`src/rtl/sfra_pkg.sv`:
```
package sfra_pkg;

	localparam logic [1:0] OP_RX     = 2'd0;
	localparam logic [1:0] OP_LWRITE = 2'd1;
	localparam logic [1:0] OP_LREAD  = 2'd2;

	localparam logic [2:0] ST_OK       = 3'd0;
	localparam logic [2:0] ST_HEADER   = 3'd1;
	localparam logic [2:0] ST_CHECKSUM = 3'd2;
	localparam logic [2:0] ST_ID       = 3'd3;
	localparam logic [2:0] ST_COMMAND  = 3'd4;
	localparam logic [2:0] ST_LENGTH   = 3'd5;

	localparam logic [1:0] REG_CMD_WQ   = 2'd0;
	localparam logic [1:0] REG_CMD_WA   = 2'd1;
	localparam logic [1:0] REG_CMD_READ = 2'd2;

	localparam logic [7:0] RST_CMD_WQ   = 8'h01;
	localparam logic [7:0] RST_CMD_WA   = 8'h02;
	localparam logic [7:0] RST_CMD_READ = 8'h03;

	localparam logic [7:0] SYNC0    = 8'h55;
	localparam logic [7:0] SYNC1    = 8'hAA;
	localparam logic [7:0] BCAST_ID = 8'hFF;
	localparam logic [7:0] ACK_LEN  = 8'h03;
	localparam logic [7:0] ACK_DATA = 8'h01;

	typedef enum logic [7:0] {
		S_IDLE     = 8'b0000_0001,
		S_LREAD    = 8'b0000_0010,
		S_SCAN     = 8'b0000_0100,
		S_SCAN_END = 8'b0000_1000,
		S_EVAL     = 8'b0001_0000,
		S_WSWEEP   = 8'b0010_0000,
		S_WEND     = 8'b0100_0000,
		S_TX       = 8'b1000_0000
	} state_t;

	function automatic logic [15:0] def_word(input logic [8:0] a);
		logic [15:0] v;
		case (a)
			9'h001: v = 16'h00FD;
			9'h002: v = 16'h0002;
			9'h003: v = 16'h0101;
			9'h007: v = 16'h0001;
			9'h008: v = 16'h0002;
			9'h00A: v = 16'h0001;
			9'h051: v = 16'h0003;
			9'h057: v = 16'h0002;
			9'h058: v = 16'h0002;
			default: v = 16'h0000;
		endcase
		return v;
	endfunction

endpackage

```
`src/rtl/serial_frame_register_access_core.sv`:
```
// Serial frame register access core.
// Items enter on start while busy is low: opcode 0 is a received frame byte
// (frame_end marks the checksum byte), 1 a local word write, 2 a local read.
// Results appear on done with tx_valid/tx_byte/last/status/read_value; last
// marks the final result of an item. The receiver cannot stall, so results
// are never held.
// A frame byte without frame_end, and a local write, give no result and keep
// busy low. A local read passes through S_LREAD and its result is registered.
// At frame end the frame buffer memory is swept once, then a write sweeps the
// data bytes (one per cycle) into the word store with byte writes, filling the
// other byte of a never-written word with its default; responses go out one
// byte a cycle, but each read data byte waits for its own store read.
// Reset clears the byte count, the command registers to 1/2/3, and marks
// every store word as holding its default value; no clearing pass is needed.
// Command registers are written through cfg_we/cfg_index/cfg_data; the user
// must write them only while idle, which the block itself does not enforce.
module serial_frame_register_access_core #(
	parameter int STORE_WORDS = 96,
	parameter int FRAME_BYTES = 64,
	parameter int READ_MAX    = 32
) (
	input  logic        clk,
	input  logic        arst_n,
	input  logic        start,
	output logic        busy,
	input  logic [1:0]  opcode,
	input  logic [7:0]  rx_byte,
	input  logic        frame_end,
	input  logic [6:0]  word_index,
	input  logic [15:0] word_value,
	input  logic        cfg_we,
	input  logic [1:0]  cfg_index,
	input  logic [7:0]  cfg_data,
	output logic        done,
	output logic        tx_valid,
	output logic [7:0]  tx_byte,
	output logic        last,
	output logic [2:0]  status,
	output logic [15:0] read_value
);
	import sfra_pkg::*;

	localparam int CW = $clog2(FRAME_BYTES + 1);
	localparam int FA = $clog2(FRAME_BYTES);
	localparam int AW = $clog2(STORE_WORDS);
	localparam int KW = $clog2(READ_MAX + 9);

	state_t state_q;
	logic [7:0] cmd_wq_q, cmd_wa_q, cmd_rd_q;

	logic [CW-1:0] cnt_q, n_q, ptr_q, sp_s1;
	logic          ovf_q, sv_s1, wmode_q, ack_q, have_q;
	logic [7:0]    lastb_q, b0_q, b1_q, len_q, id_q, cmd_q, idx_q, d0_q, sum_q, cs_q;
	logic [KW-1:0] k_q, total_q;

	logic [7:0]    fmem [FRAME_BYTES];
	logic [7:0]    fs_rd_s1;
	logic          fs_we, fs_iss;

	logic [15:0]   rmem [STORE_WORDS];
	logic [STORE_WORDS-1:0] vld_q;
	logic [15:0]   rs_rd_s1, rs_val, rs_wd, dw;
	logic [AW-1:0] rs_ra, rs_ra_s1, rs_wa;
	logic          rs_we, rs_full, rs_hi, rd_inr, rd_hi, rinr_s1, rhi_s1, rvld_s1;

	logic          acc;
	logic [8:0]    wi9;
	logic [9:0]    wb_addr, tb_addr;
	logic [CW-1:0] n_nx;
	logic          ovf_nx, is_data, lastk;
	logic [7:0]    tb, rbyte;

	logic          done_q, tx_valid_q, last_q;
	logic [7:0]    tx_byte_q;
	logic [2:0]    status_q;
	logic [15:0]   read_value_q;

	assign busy = (state_q != S_IDLE);
	assign acc = start & ~busy;
	assign wi9 = {2'b00, word_index};
	assign wb_addr = {1'b0, idx_q, 1'b0} + 10'(sp_s1) - 10'd6;
	assign tb_addr = {1'b0, idx_q, 1'b0} + 10'(k_q) - 10'd6;
	assign fs_we = (state_q == S_IDLE) && acc && (opcode == OP_RX) &&
		(cnt_q < CW'(FRAME_BYTES));
	assign fs_iss = ((state_q == S_SCAN) || (state_q == S_WSWEEP)) && (ptr_q != n_q - CW'(1));
	assign ovf_nx = ovf_q | ~(cnt_q < CW'(FRAME_BYTES));
	assign n_nx = (cnt_q < CW'(FRAME_BYTES)) ? cnt_q + CW'(1) : cnt_q;
	assign rs_val = rvld_s1 ? rs_rd_s1 : def_word(9'(rs_ra_s1));
	assign rbyte = rinr_s1 ? (rhi_s1 ? rs_val[15:8] : rs_val[7:0]) : 8'h00;
	assign lastk = (k_q == total_q - KW'(1));
	assign is_data = !ack_q && (k_q >= KW'(6)) && !lastk;

	always_comb begin
		if (k_q == KW'(0))
			tb = SYNC0;
		else if (k_q == KW'(1))
			tb = SYNC1;
		else if (k_q == KW'(2))
			tb = ack_q ? ACK_LEN : 8'(d0_q + 8'd2);
		else if (k_q == KW'(3))
			tb = id_q;
		else if (k_q == KW'(4))
			tb = cmd_q;
		else if (k_q == KW'(5))
			tb = idx_q;
		else if (lastk)
			tb = cs_q;
		else
			tb = ack_q ? ACK_DATA : rbyte;
	end

	always_comb begin
		rs_ra = '0;
		rd_inr = 1'b0;
		rd_hi = 1'b0;
		case (state_q)
			S_IDLE: begin
				rs_ra = wi9[AW-1:0];
				rd_inr = wi9 < 9'(STORE_WORDS);
			end
			S_SCAN_END: begin
				rs_ra = AW'(1);
				rd_inr = 1'b1;
			end
			S_TX: begin
				rs_ra = tb_addr[AW:1];
				rd_inr = tb_addr[9:1] < 9'(STORE_WORDS);
				rd_hi = tb_addr[0];
			end
			default: begin
				rs_ra = '0;
			end
		endcase
	end

	always_comb begin
		rs_we = 1'b0;
		rs_wa = '0;
		rs_full = 1'b1;
		rs_hi = 1'b0;
		rs_wd = word_value;
		dw = def_word(wb_addr[9:1]);
		if ((state_q == S_IDLE) && acc && (opcode == OP_LWRITE) &&
				(wi9 < 9'(STORE_WORDS))) begin
			rs_we = 1'b1;
			rs_wa = wi9[AW-1:0];
		end else if (sv_s1 && wmode_q && (wb_addr[9:1] < 9'(STORE_WORDS))) begin
			rs_we = 1'b1;
			rs_wa = wb_addr[AW:1];
			rs_full = ~vld_q[wb_addr[AW:1]];
			rs_hi = wb_addr[0];
			rs_wd = wb_addr[0] ? {fs_rd_s1, dw[7:0]} : {dw[15:8], fs_rd_s1};
		end
	end

	always_ff @(posedge clk) begin
		if (fs_we)
			fmem[cnt_q[FA-1:0]] <= rx_byte;
		fs_rd_s1 <= fmem[ptr_q[FA-1:0]];
	end

	always_ff @(posedge clk) begin
		if (rs_we) begin
			if (rs_full)
				rmem[rs_wa] <= rs_wd;
			else if (rs_hi)
				rmem[rs_wa][15:8] <= rs_wd[15:8];
			else
				rmem[rs_wa][7:0] <= rs_wd[7:0];
		end
		rs_rd_s1 <= rmem[rs_ra];
		rs_ra_s1 <= rs_ra;
		rinr_s1 <= rd_inr;
		rhi_s1 <= rd_hi;
	end

	always_ff @(posedge clk or negedge arst_n) begin
		if (!arst_n) begin
			vld_q <= '0;
			rvld_s1 <= 1'b0;
		end else begin
			if (rs_we)
				vld_q[rs_wa] <= 1'b1;
			rvld_s1 <= vld_q[rs_ra];
		end
	end

	always_ff @(posedge clk or negedge arst_n) begin
		if (!arst_n) begin
			cmd_wq_q <= RST_CMD_WQ;
			cmd_wa_q <= RST_CMD_WA;
			cmd_rd_q <= RST_CMD_READ;
		end else if (cfg_we) begin
			case (cfg_index)
				REG_CMD_WQ:   cmd_wq_q <= cfg_data;
				REG_CMD_WA:   cmd_wa_q <= cfg_data;
				REG_CMD_READ: cmd_rd_q <= cfg_data;
				default: begin
				end
			endcase
		end
	end

	always_ff @(posedge clk or negedge arst_n) begin
		if (!arst_n) begin
			state_q <= S_IDLE;
			cnt_q <= '0;
			n_q <= '0;
			ptr_q <= '0;
			sp_s1 <= '0;
			ovf_q <= 1'b0;
			sv_s1 <= 1'b0;
			wmode_q <= 1'b0;
			ack_q <= 1'b0;
			have_q <= 1'b0;
			lastb_q <= '0;
			b0_q <= '0;
			b1_q <= '0;
			len_q <= '0;
			id_q <= '0;
			cmd_q <= '0;
			idx_q <= '0;
			d0_q <= '0;
			sum_q <= '0;
			cs_q <= '0;
			k_q <= '0;
			total_q <= '0;
			done_q <= 1'b0;
			tx_valid_q <= 1'b0;
			tx_byte_q <= '0;
			last_q <= 1'b0;
			status_q <= ST_OK;
			read_value_q <= '0;
		end else begin
			done_q <= 1'b0;
			tx_valid_q <= 1'b0;
			tx_byte_q <= '0;
			last_q <= 1'b1;
			status_q <= ST_OK;
			read_value_q <= '0;
			sv_s1 <= fs_iss;
			sp_s1 <= ptr_q;

			if (sv_s1 && !wmode_q) begin
				if (sp_s1 == CW'(0)) b0_q <= fs_rd_s1;
				if (sp_s1 == CW'(1)) b1_q <= fs_rd_s1;
				if (sp_s1 == CW'(2)) len_q <= fs_rd_s1;
				if (sp_s1 == CW'(3)) id_q <= fs_rd_s1;
				if (sp_s1 == CW'(4)) cmd_q <= fs_rd_s1;
				if (sp_s1 == CW'(5)) idx_q <= fs_rd_s1;
				if (sp_s1 == CW'(6)) d0_q <= fs_rd_s1;
				if (sp_s1 >= CW'(2)) sum_q <= sum_q + fs_rd_s1;
			end

			case (state_q)
				S_IDLE: begin
					if (acc && (opcode == OP_RX)) begin
						lastb_q <= rx_byte;
						cnt_q <= n_nx;
						ovf_q <= ovf_nx;
						if (frame_end) begin
							cnt_q <= '0;
							ovf_q <= 1'b0;
							if (ovf_nx || (n_nx < CW'(7))) begin
								done_q <= 1'b1;
								status_q <= ST_LENGTH;
							end else begin
								n_q <= n_nx;
								ptr_q <= '0;
								sum_q <= '0;
								wmode_q <= 1'b0;
								state_q <= S_SCAN;
							end
						end
					end else if (acc && (opcode == OP_LREAD)) begin
						state_q <= S_LREAD;
					end
				end
				S_LREAD: begin
					done_q <= 1'b1;
					read_value_q <= rinr_s1 ? rs_val : 16'h0000;
					state_q <= S_IDLE;
				end
				S_SCAN, S_WSWEEP: begin
					if (fs_iss)
						ptr_q <= ptr_q + CW'(1);
					else
						state_q <= (state_q == S_SCAN) ? S_SCAN_END : S_WEND;
				end
				S_SCAN_END: begin
					state_q <= S_EVAL;
				end
				S_EVAL: begin
					state_q <= S_IDLE;
					if ((b0_q != SYNC0) || (b1_q != SYNC1)) begin
						done_q <= 1'b1;
						status_q <= ST_HEADER;
					end else if ({2'b00, len_q} + 10'd5 != 10'(n_q)) begin
						done_q <= 1'b1;
						status_q <= ST_LENGTH;
					end else if (sum_q != lastb_q) begin
						done_q <= 1'b1;
						status_q <= ST_CHECKSUM;
					end else if ((id_q != BCAST_ID) && ({8'h00, id_q} != rs_val)) begin
						done_q <= 1'b1;
						status_q <= ST_ID;
					end else if ((cmd_q == cmd_wq_q) || (cmd_q == cmd_wa_q)) begin
						ack_q <= (cmd_q != cmd_wq_q);
						wmode_q <= 1'b1;
						ptr_q <= CW'(6);
						state_q <= S_WSWEEP;
					end else if (cmd_q == cmd_rd_q) begin
						if ((len_q < 8'd3) || ({1'b0, d0_q} > 9'(READ_MAX))) begin
							done_q <= 1'b1;
							status_q <= ST_LENGTH;
						end else begin
							ack_q <= 1'b0;
							k_q <= '0;
							cs_q <= '0;
							have_q <= 1'b0;
							total_q <= KW'(d0_q) + KW'(7);
							state_q <= S_TX;
						end
					end else begin
						done_q <= 1'b1;
						status_q <= ST_COMMAND;
					end
				end
				S_WEND: begin
					wmode_q <= 1'b0;
					if (!ack_q) begin
						done_q <= 1'b1;
						state_q <= S_IDLE;
					end else begin
						k_q <= '0;
						cs_q <= '0;
						have_q <= 1'b0;
						total_q <= KW'(8);
						state_q <= S_TX;
					end
				end
				S_TX: begin
					if (is_data && !have_q) begin
						have_q <= 1'b1;
					end else begin
						have_q <= 1'b0;
						done_q <= 1'b1;
						tx_valid_q <= 1'b1;
						tx_byte_q <= tb;
						last_q <= lastk;
						k_q <= k_q + KW'(1);
						if ((k_q >= KW'(2)) && !lastk)
							cs_q <= cs_q + tb;
						if (lastk)
							state_q <= S_IDLE;
					end
				end
				default: begin
					state_q <= S_IDLE;
				end
			endcase
		end
	end

	assign done = done_q;
	assign tx_valid = tx_valid_q;
	assign tx_byte = tx_byte_q;
	assign last = last_q;
	assign status = status_q;
	assign read_value = read_value_q;

	a_single_last: assert property (@(posedge clk) disable iff (!arst_n)
		(done && !tx_valid) |-> last)
		else $error("non-response result without last");
	a_tx_ok: assert property (@(posedge clk) disable iff (!arst_n)
		(done && tx_valid) |-> (status == ST_OK && read_value == 16'h0000))
		else $error("response byte with status or read data");
	a_lwrite_quick: assert property (@(posedge clk) disable iff (!arst_n)
		(start && !busy && opcode == OP_LWRITE) |=> (!busy && !done))
		else $error("local write did not finish in one cycle");
	a_tx_busy: assert property (@(posedge clk) disable iff (!arst_n)
		(done && tx_valid && !last) |-> busy)
		else $error("idle during response frame");

endmodule

```
`config.mk`:
```
export PLATFORM = sky130hd
export DESIGN_NAME = serial_frame_register_access_core
export DESIGN_NICKNAME = d
export VERILOG_FILES = /design/src/rtl/sfra_pkg.sv /design/src/rtl/serial_frame_register_access_core.sv
export SDC_FILE = /design/constraint.sdc
export NUM_CORES = 2
export LEC_CHECK = 0
export BUFFER_PORTS_ARGS = -buffer_cell sky130_fd_sc_hd__buf_4
export CORE_MARGIN = 5
export CORE_UTILIZATION = 30
export CTS_CLUSTER_SIZE = 24
export DETAILED_ROUTE_END_ITERATION = 12
export PLACE_DENSITY = 0.54
export SKIP_LAST_GASP = 1
export SLEW_MARGIN = 20
export SYNTH_ARGS = -nofsm -noshare
export SYNTH_HDL_FRONTEND = slang
export SYNTH_SLANG_ARGS = --single-unit
```
`constraint.sdc`:
```
create_clock -name clk -period 14.1 [get_ports clk]
set_input_delay 2.82 -clock clk [delete_from_list [all_inputs] [get_ports clk]]
set_output_delay 2.82 -clock clk [all_outputs]
set_load 0.05 [all_outputs]
```
* After elaboration in Yosys (flattened, before gate mapping)
Memories as Yosys holds them, arrays and structs flattened. A register that Yosys moved wholly into a read port is not among the register bits. Index checks and enable logic that the tools add are counted.
Storage, ports and cells: register bits 293, input port bits 48, memory bits (writable) 2048, logic and storage cells 379, latch bits 0, output and inout bits 31, memories kept 2, ROM bits 0
Memory list:
- rmem | words 96, bits a word 16, read ports 1, clocked after Yosys merged registers in 1, wr ports 1, RTL line serial_frame_register_access_core.sv:60 | logic [15:0] rmem [STORE_WORDS];
- fmem | words 64, bits a word 8, read ports 1, clocked after Yosys merged registers in 1, wr ports 1, RTL line serial_frame_register_access_core.sv:56 | logic [7:0] fmem [FRAME_BYTES];
Operators by class: multiply operators 0, reduce and logical (&&, ||, !) cells 60, magnitude comparators 14, bitwise gates (word level) 13, divide/modulo/power cells 0, shifts and indexed selects 0, eq/ne operators 75, $add $sub $neg 14, multiplexer cells 165
Operator list (number):
- 2-to-1 mux 8 bit | 46
- 2-to-1 mux 6 bit | 17
- 2-to-1 mux 7 bit | 14
- 2-to-1 mux 16 bit | 6
- OR 96 bit | 1
- case mux 9 bit (5 select lines) | 2
- 2-to-1 mux 1 bit | 56
- case mux 8 bit (6 select lines) | 1
- case mux 7 bit (3 select lines) | 2
- inequality test 2 bit, second input constant | 17
- 2-to-1 mux 3 bit | 10
- == test 7 x 2 -> 1 bit, second input constant | 4
- == test 7 x 3 -> 1 bit, second input constant | 4
- == test 9 x 7 -> 1 bit, second input constant | 3
- AND reduction 9 bit | 3
- == test 8 bit | 3
- less-than comparator 7 x 8 -> 1 bit, second input constant | 3
- case mux 8 bit (3 select lines) | 1
- AND reduction 2 bit | 11
- == test 7 bit, second input constant | 3
- AND reduction 10 bit | 2
- subtractor 10 x 3 -> 10 bit, second input constant | 2
- == test 9 x 2 -> 1 bit, second input constant | 2
- == test 9 x 4 -> 1 bit, second input constant | 2
- 71 further kinds | 126

* Depth between registers and ports, before layout
word-level depth 18, mapped depth 20, gate-level depth less buffers 20

* Worst setup path before layout
Ideal clock, no wire load.
path kind input port to flip-flop, start input port word_index[6], end memory rmem[0][9] (data pin), buffers on the path 3, path slack 5.171 ns, data arrival time 7.955 ns, stages 8, data required time 13.125 ns, library setup time 0.975 ns, cell sequence clkbuf_1 nand2_1 nand4b_1 or2_2 clkbuf_1 clkbuf_1 nand2_1 o31ai_1
On the way: cells in the longest elaborated chain, start to end 4
RTL lines:
- from (decl) | RTL line serial_frame_register_access_core.sv:29 | input logic [6:0] word_index,
- less-than comparator 7 bit | RTL line serial_frame_register_access_core.sv:144 | (wi9 < 9'(STORE_WORDS))) begin
- logical AND 1 bit | RTL line serial_frame_register_access_core.sv:143 | if ((state_q == S_IDLE) && acc && (opcode == OP_LWRITE) &&
- 2-to-1 mux 16 bit | RTL line serial_frame_register_access_core.sv:143
- via rs_wd[9] | RTL line serial_frame_register_access_core.sv:62 | logic [15:0] rs_rd_s1, rs_val, rs_wd, dw;
- 2-to-1 mux 8 bit (no source line)
- to (decl) | RTL line serial_frame_register_access_core.sv:60
The timed path passes the listed nets, and every way through them passes these cells.

* Final worst setup path
start input port word_index[0], end register rs_rd_s1[7] (read register of rmem)
On the way: cells in the longest elaborated chain, start to end 1
RTL lines:
- case mux 7 bit (3 select lines) | RTL line serial_frame_register_access_core.sv:116 | case (state_q)
- to (decl) | RTL line serial_frame_register_access_core.sv:62
Every way passes these cells. A chain may end at the register's enable or synchronous reset.

==> impl_results.md <==
- Status: complete, no violations
- Largest net degree at the start of global routing: 241
- Critical Path Start Type: input pin
- Ys async rst share: 12.0%
- Most area-hungry cell type in the Yosys netlist: edfxtp_1
- Gpl congestion: 0.883
- Crit end category: register
- Worst hold-check path type: reg2reg
- Cell variety after synth: 99
- Wire per inst: 26.6 um
- Vias: 58,500
- Clock Latency Late Sink: 930 ps
- Worst path slowest cell: buf_4
- Syn Area/Cell: 15.4 sq um
- Antenna-violating nets left: 0
- CTS root buffer: clkbuf_16
- Dpl hpwl: 186 mm
- Post-synthesis sequential area ratio: 70.5%
- Global-route wire length before repair: 421 mm
- Max cap viols: 0
- Postcts setup bufs: 0
- Post-CTS sizing: 0
- Net Count, Synth: 6,470
- Routed wire length: 293 mm
- Synth-to-layout area growth: 13.7%
- Final period util: 52.3%
- DRT Pass-1 Iters: 6
- Worst VDD drop: 182 uV
- Setup_tns: 0 ps
- Hold Violations, Final: 0
- Post-route cell area: 112,000 sq um
- Final setup fails: 0
- Power density over cell area: 178 nW/um^2
- Final Util: 34.2%
- Cell mode on critical path: buf_4
- Clock Path Buffers: 4
- # clock sinks: 2,365
- Crit-path max cell delay: 890 ps
- Final setup margin: 6730 ps
- Max-Slew Margin vs Limit: 17.0%
- Port bufs: 78
- Leak pwr: 0.0370 uW
- Count of final max-slew check failures: 0
- Worst-margin pin slew: 1240 ps
- Nets: 6,580
- GRT Residual Overflow: 0
- Vias in the first global route: 57,700
- Share of layout cells above drive strength 1: 17.3%
- Core area: 327,000 sq um
- WP data arrival: 8200 ps
- DRC viols: 0
- Post-DP Area: 104,000 sq um
- Std cell rows: 210
- Post-synth EDFFs: 2,048
- CP Cell Sequence: buf_4 -> and3b_1 -> o211ai_1 -> buf_4 -> and2_4 -> buf_12 -> buf_4 -> buf_4 -> nand2_1 -> a32oi_1 -> o22ai_1 -> o41ai_1 -> or3_1
- Starting Density: 30.1%
- Mapped cell area: 98,300 sq um
- Die width: 582 um
- Final Skew: 134 ps
- Synthesized flop and latch total: 2,365
- Pre-CTS setup slack: 5830 ps
- Synth top area share: 62.6%
- Critical Path RT: 14,920 ps
- Initial antenna violation count: 14
- Worst Path Max Fanout: 151
- Unrepaired setup endpoints after global routing: false
- H-Tree Depth: 4
- Io pins: 79
- Ys Warns: 0
- Most common flop cell mapped by yosys: edfxtp_1
- Die area: 339,000 sq um
- Fmax: 136 MHz
- Die height: 582 um
- Count leader, synth: edfxtp_1
- CTS tree: built
- Worst-path clk slew: 60 ps
- Final min period: 7370 ps
- Detailed Route Iter0 Violations: 6,268
- Synth Instances: 6,367
- Vias per cell: 5.31
- WS Path Type: in2reg
- Synth area leaders: edfxtp_1, mux4_2, dfrtp_1
- Cts bufs inserted: 236
- Gr usage total: 16.7%
- Hold buffers post-CTS: 0
- Synth cell count leaders: edfxtp_1, nand2_1, nor2_1
[cells in the final DEF, fill, tap and decap left out, types with 72 or more instances in the layout]
| cell | count |
|---|---|
| inv_1 | 72 |
| nand2_1 | 859 |
| buf_4 | 263 |
| a21oi_1 | 238 |
| mux2i_1 | 202 |
| nor3_1 | 107 |
| o22ai_1 | 82 |
| nor2_1 | 297 |
| clkbuf_16 | 241 |
| dfrtp_1 | 275 |
| mux4_2 | 313 |
| edfxtp_1 | 2048 |
| a32oi_1 | 105 |
| nand3_1 | 159 |
| o21ai_0 | 112 |
| mux2_2 | 95 |
| nand2b_1 | 76 |
[final timing paths]
path                                   startpoint                      end  slack, ps  cells after the start
max in group asynchronous                  arst_n    vld_q[72]$_DFFE_PN0P_       9780                      3
max reg2reg                    sp_s1[2]$_DFF_PN0_    rmem[43][7]$_DFFE_PP_       7540                     13
max                                 word_index[0]      rs_rd_s1[7]$_DFF_P_       6730                     13
min in group asynchronous                  arst_n  cmd_rd_q[6]$_DFFE_PN0P_       1860                      1
min                        lastb_q[7]$_DFFE_PN0P_   lastb_q[7]$_DFFE_PN0P_        490                      2
min reg2reg                lastb_q[7]$_DFFE_PN0P_   lastb_q[7]$_DFFE_PN0P_        490                      2
[sequential cells by signal, summed over array words and instances (netlist names), 16 cells and up]
signal      count
fmem          512
rs_rd_s1       16
vld_q          96
read_value     16
rmem         1536
[worst max-delay path, delay by kind of cell]
kind / cells / cell delay (ps)
and+or+nand+nor: 4 / 1160
AOI/OAI and AO/OA: 4 / 1280
buffers and inverters: 5 / 2610
[routing by layer]
| layer | GRT usage, % | part of all wire [%] | vias up |
|---|---|---|---|
| met5 | 0 | 0.011 | - |
| met1 | 23.2 | 42 | 30400 |
| met2 | 26.3 | 46 | 2635 |
| met3 | 3.09 | 8.1 | 573 |
| met4 | 5.97 | 4.0 | 4 |
| li1 | - | - | 24900 |
[final cells by class]
class / count / area (sq um)
Sequential cell: 2365 / 69300
Antenna cell: 7 / 17.5
Inverter: 78 / 327
Fill cell: 31300 / 215000
Clock buffer: 304 / 6450
Multi-Input combinational cell: 3526 / 27100
Clock inverter: 122 / 1060
Timing Repair Buffer: 270 / 2090
Tap cell: 4346 / 5440
[metrics by stage]
stage	power, uW	hold WS, ps	instances
floorplan	11700	352	6367
global placement	13700	460	10600
detailed placement	13800	467	10600
CTS	19900	485	11000
global route	20600	500	11000
finish	19900	489	11000
[logic make-up (layout without fill, tap and decap cells)]
family | after synthesis | in the layout | synth area share (%)
xor+xnor | 97 | 97 | 0.865
simple gates | 1767 | 1767 | 7.99
other cells | 0 | 7 | 0
flops | 2365 | 2365 | 70.5
buf+inv | 476 | 774 | 2.44
compound gates | 985 | 985 | 6.83
mux | 622 | 622 | 10.6
fa+ha+maj | 55 | 55 | 0.731
[power by group]
group	switching [uW]	leakage (uW)	internal, uW
combinational	3640	0.0108	1970
sequential	276	0.0224	7780
clock	2670	0.00370	3520
total	6590	0.0370	13300
Note: power is estimated with default switching activity, not from simulation.
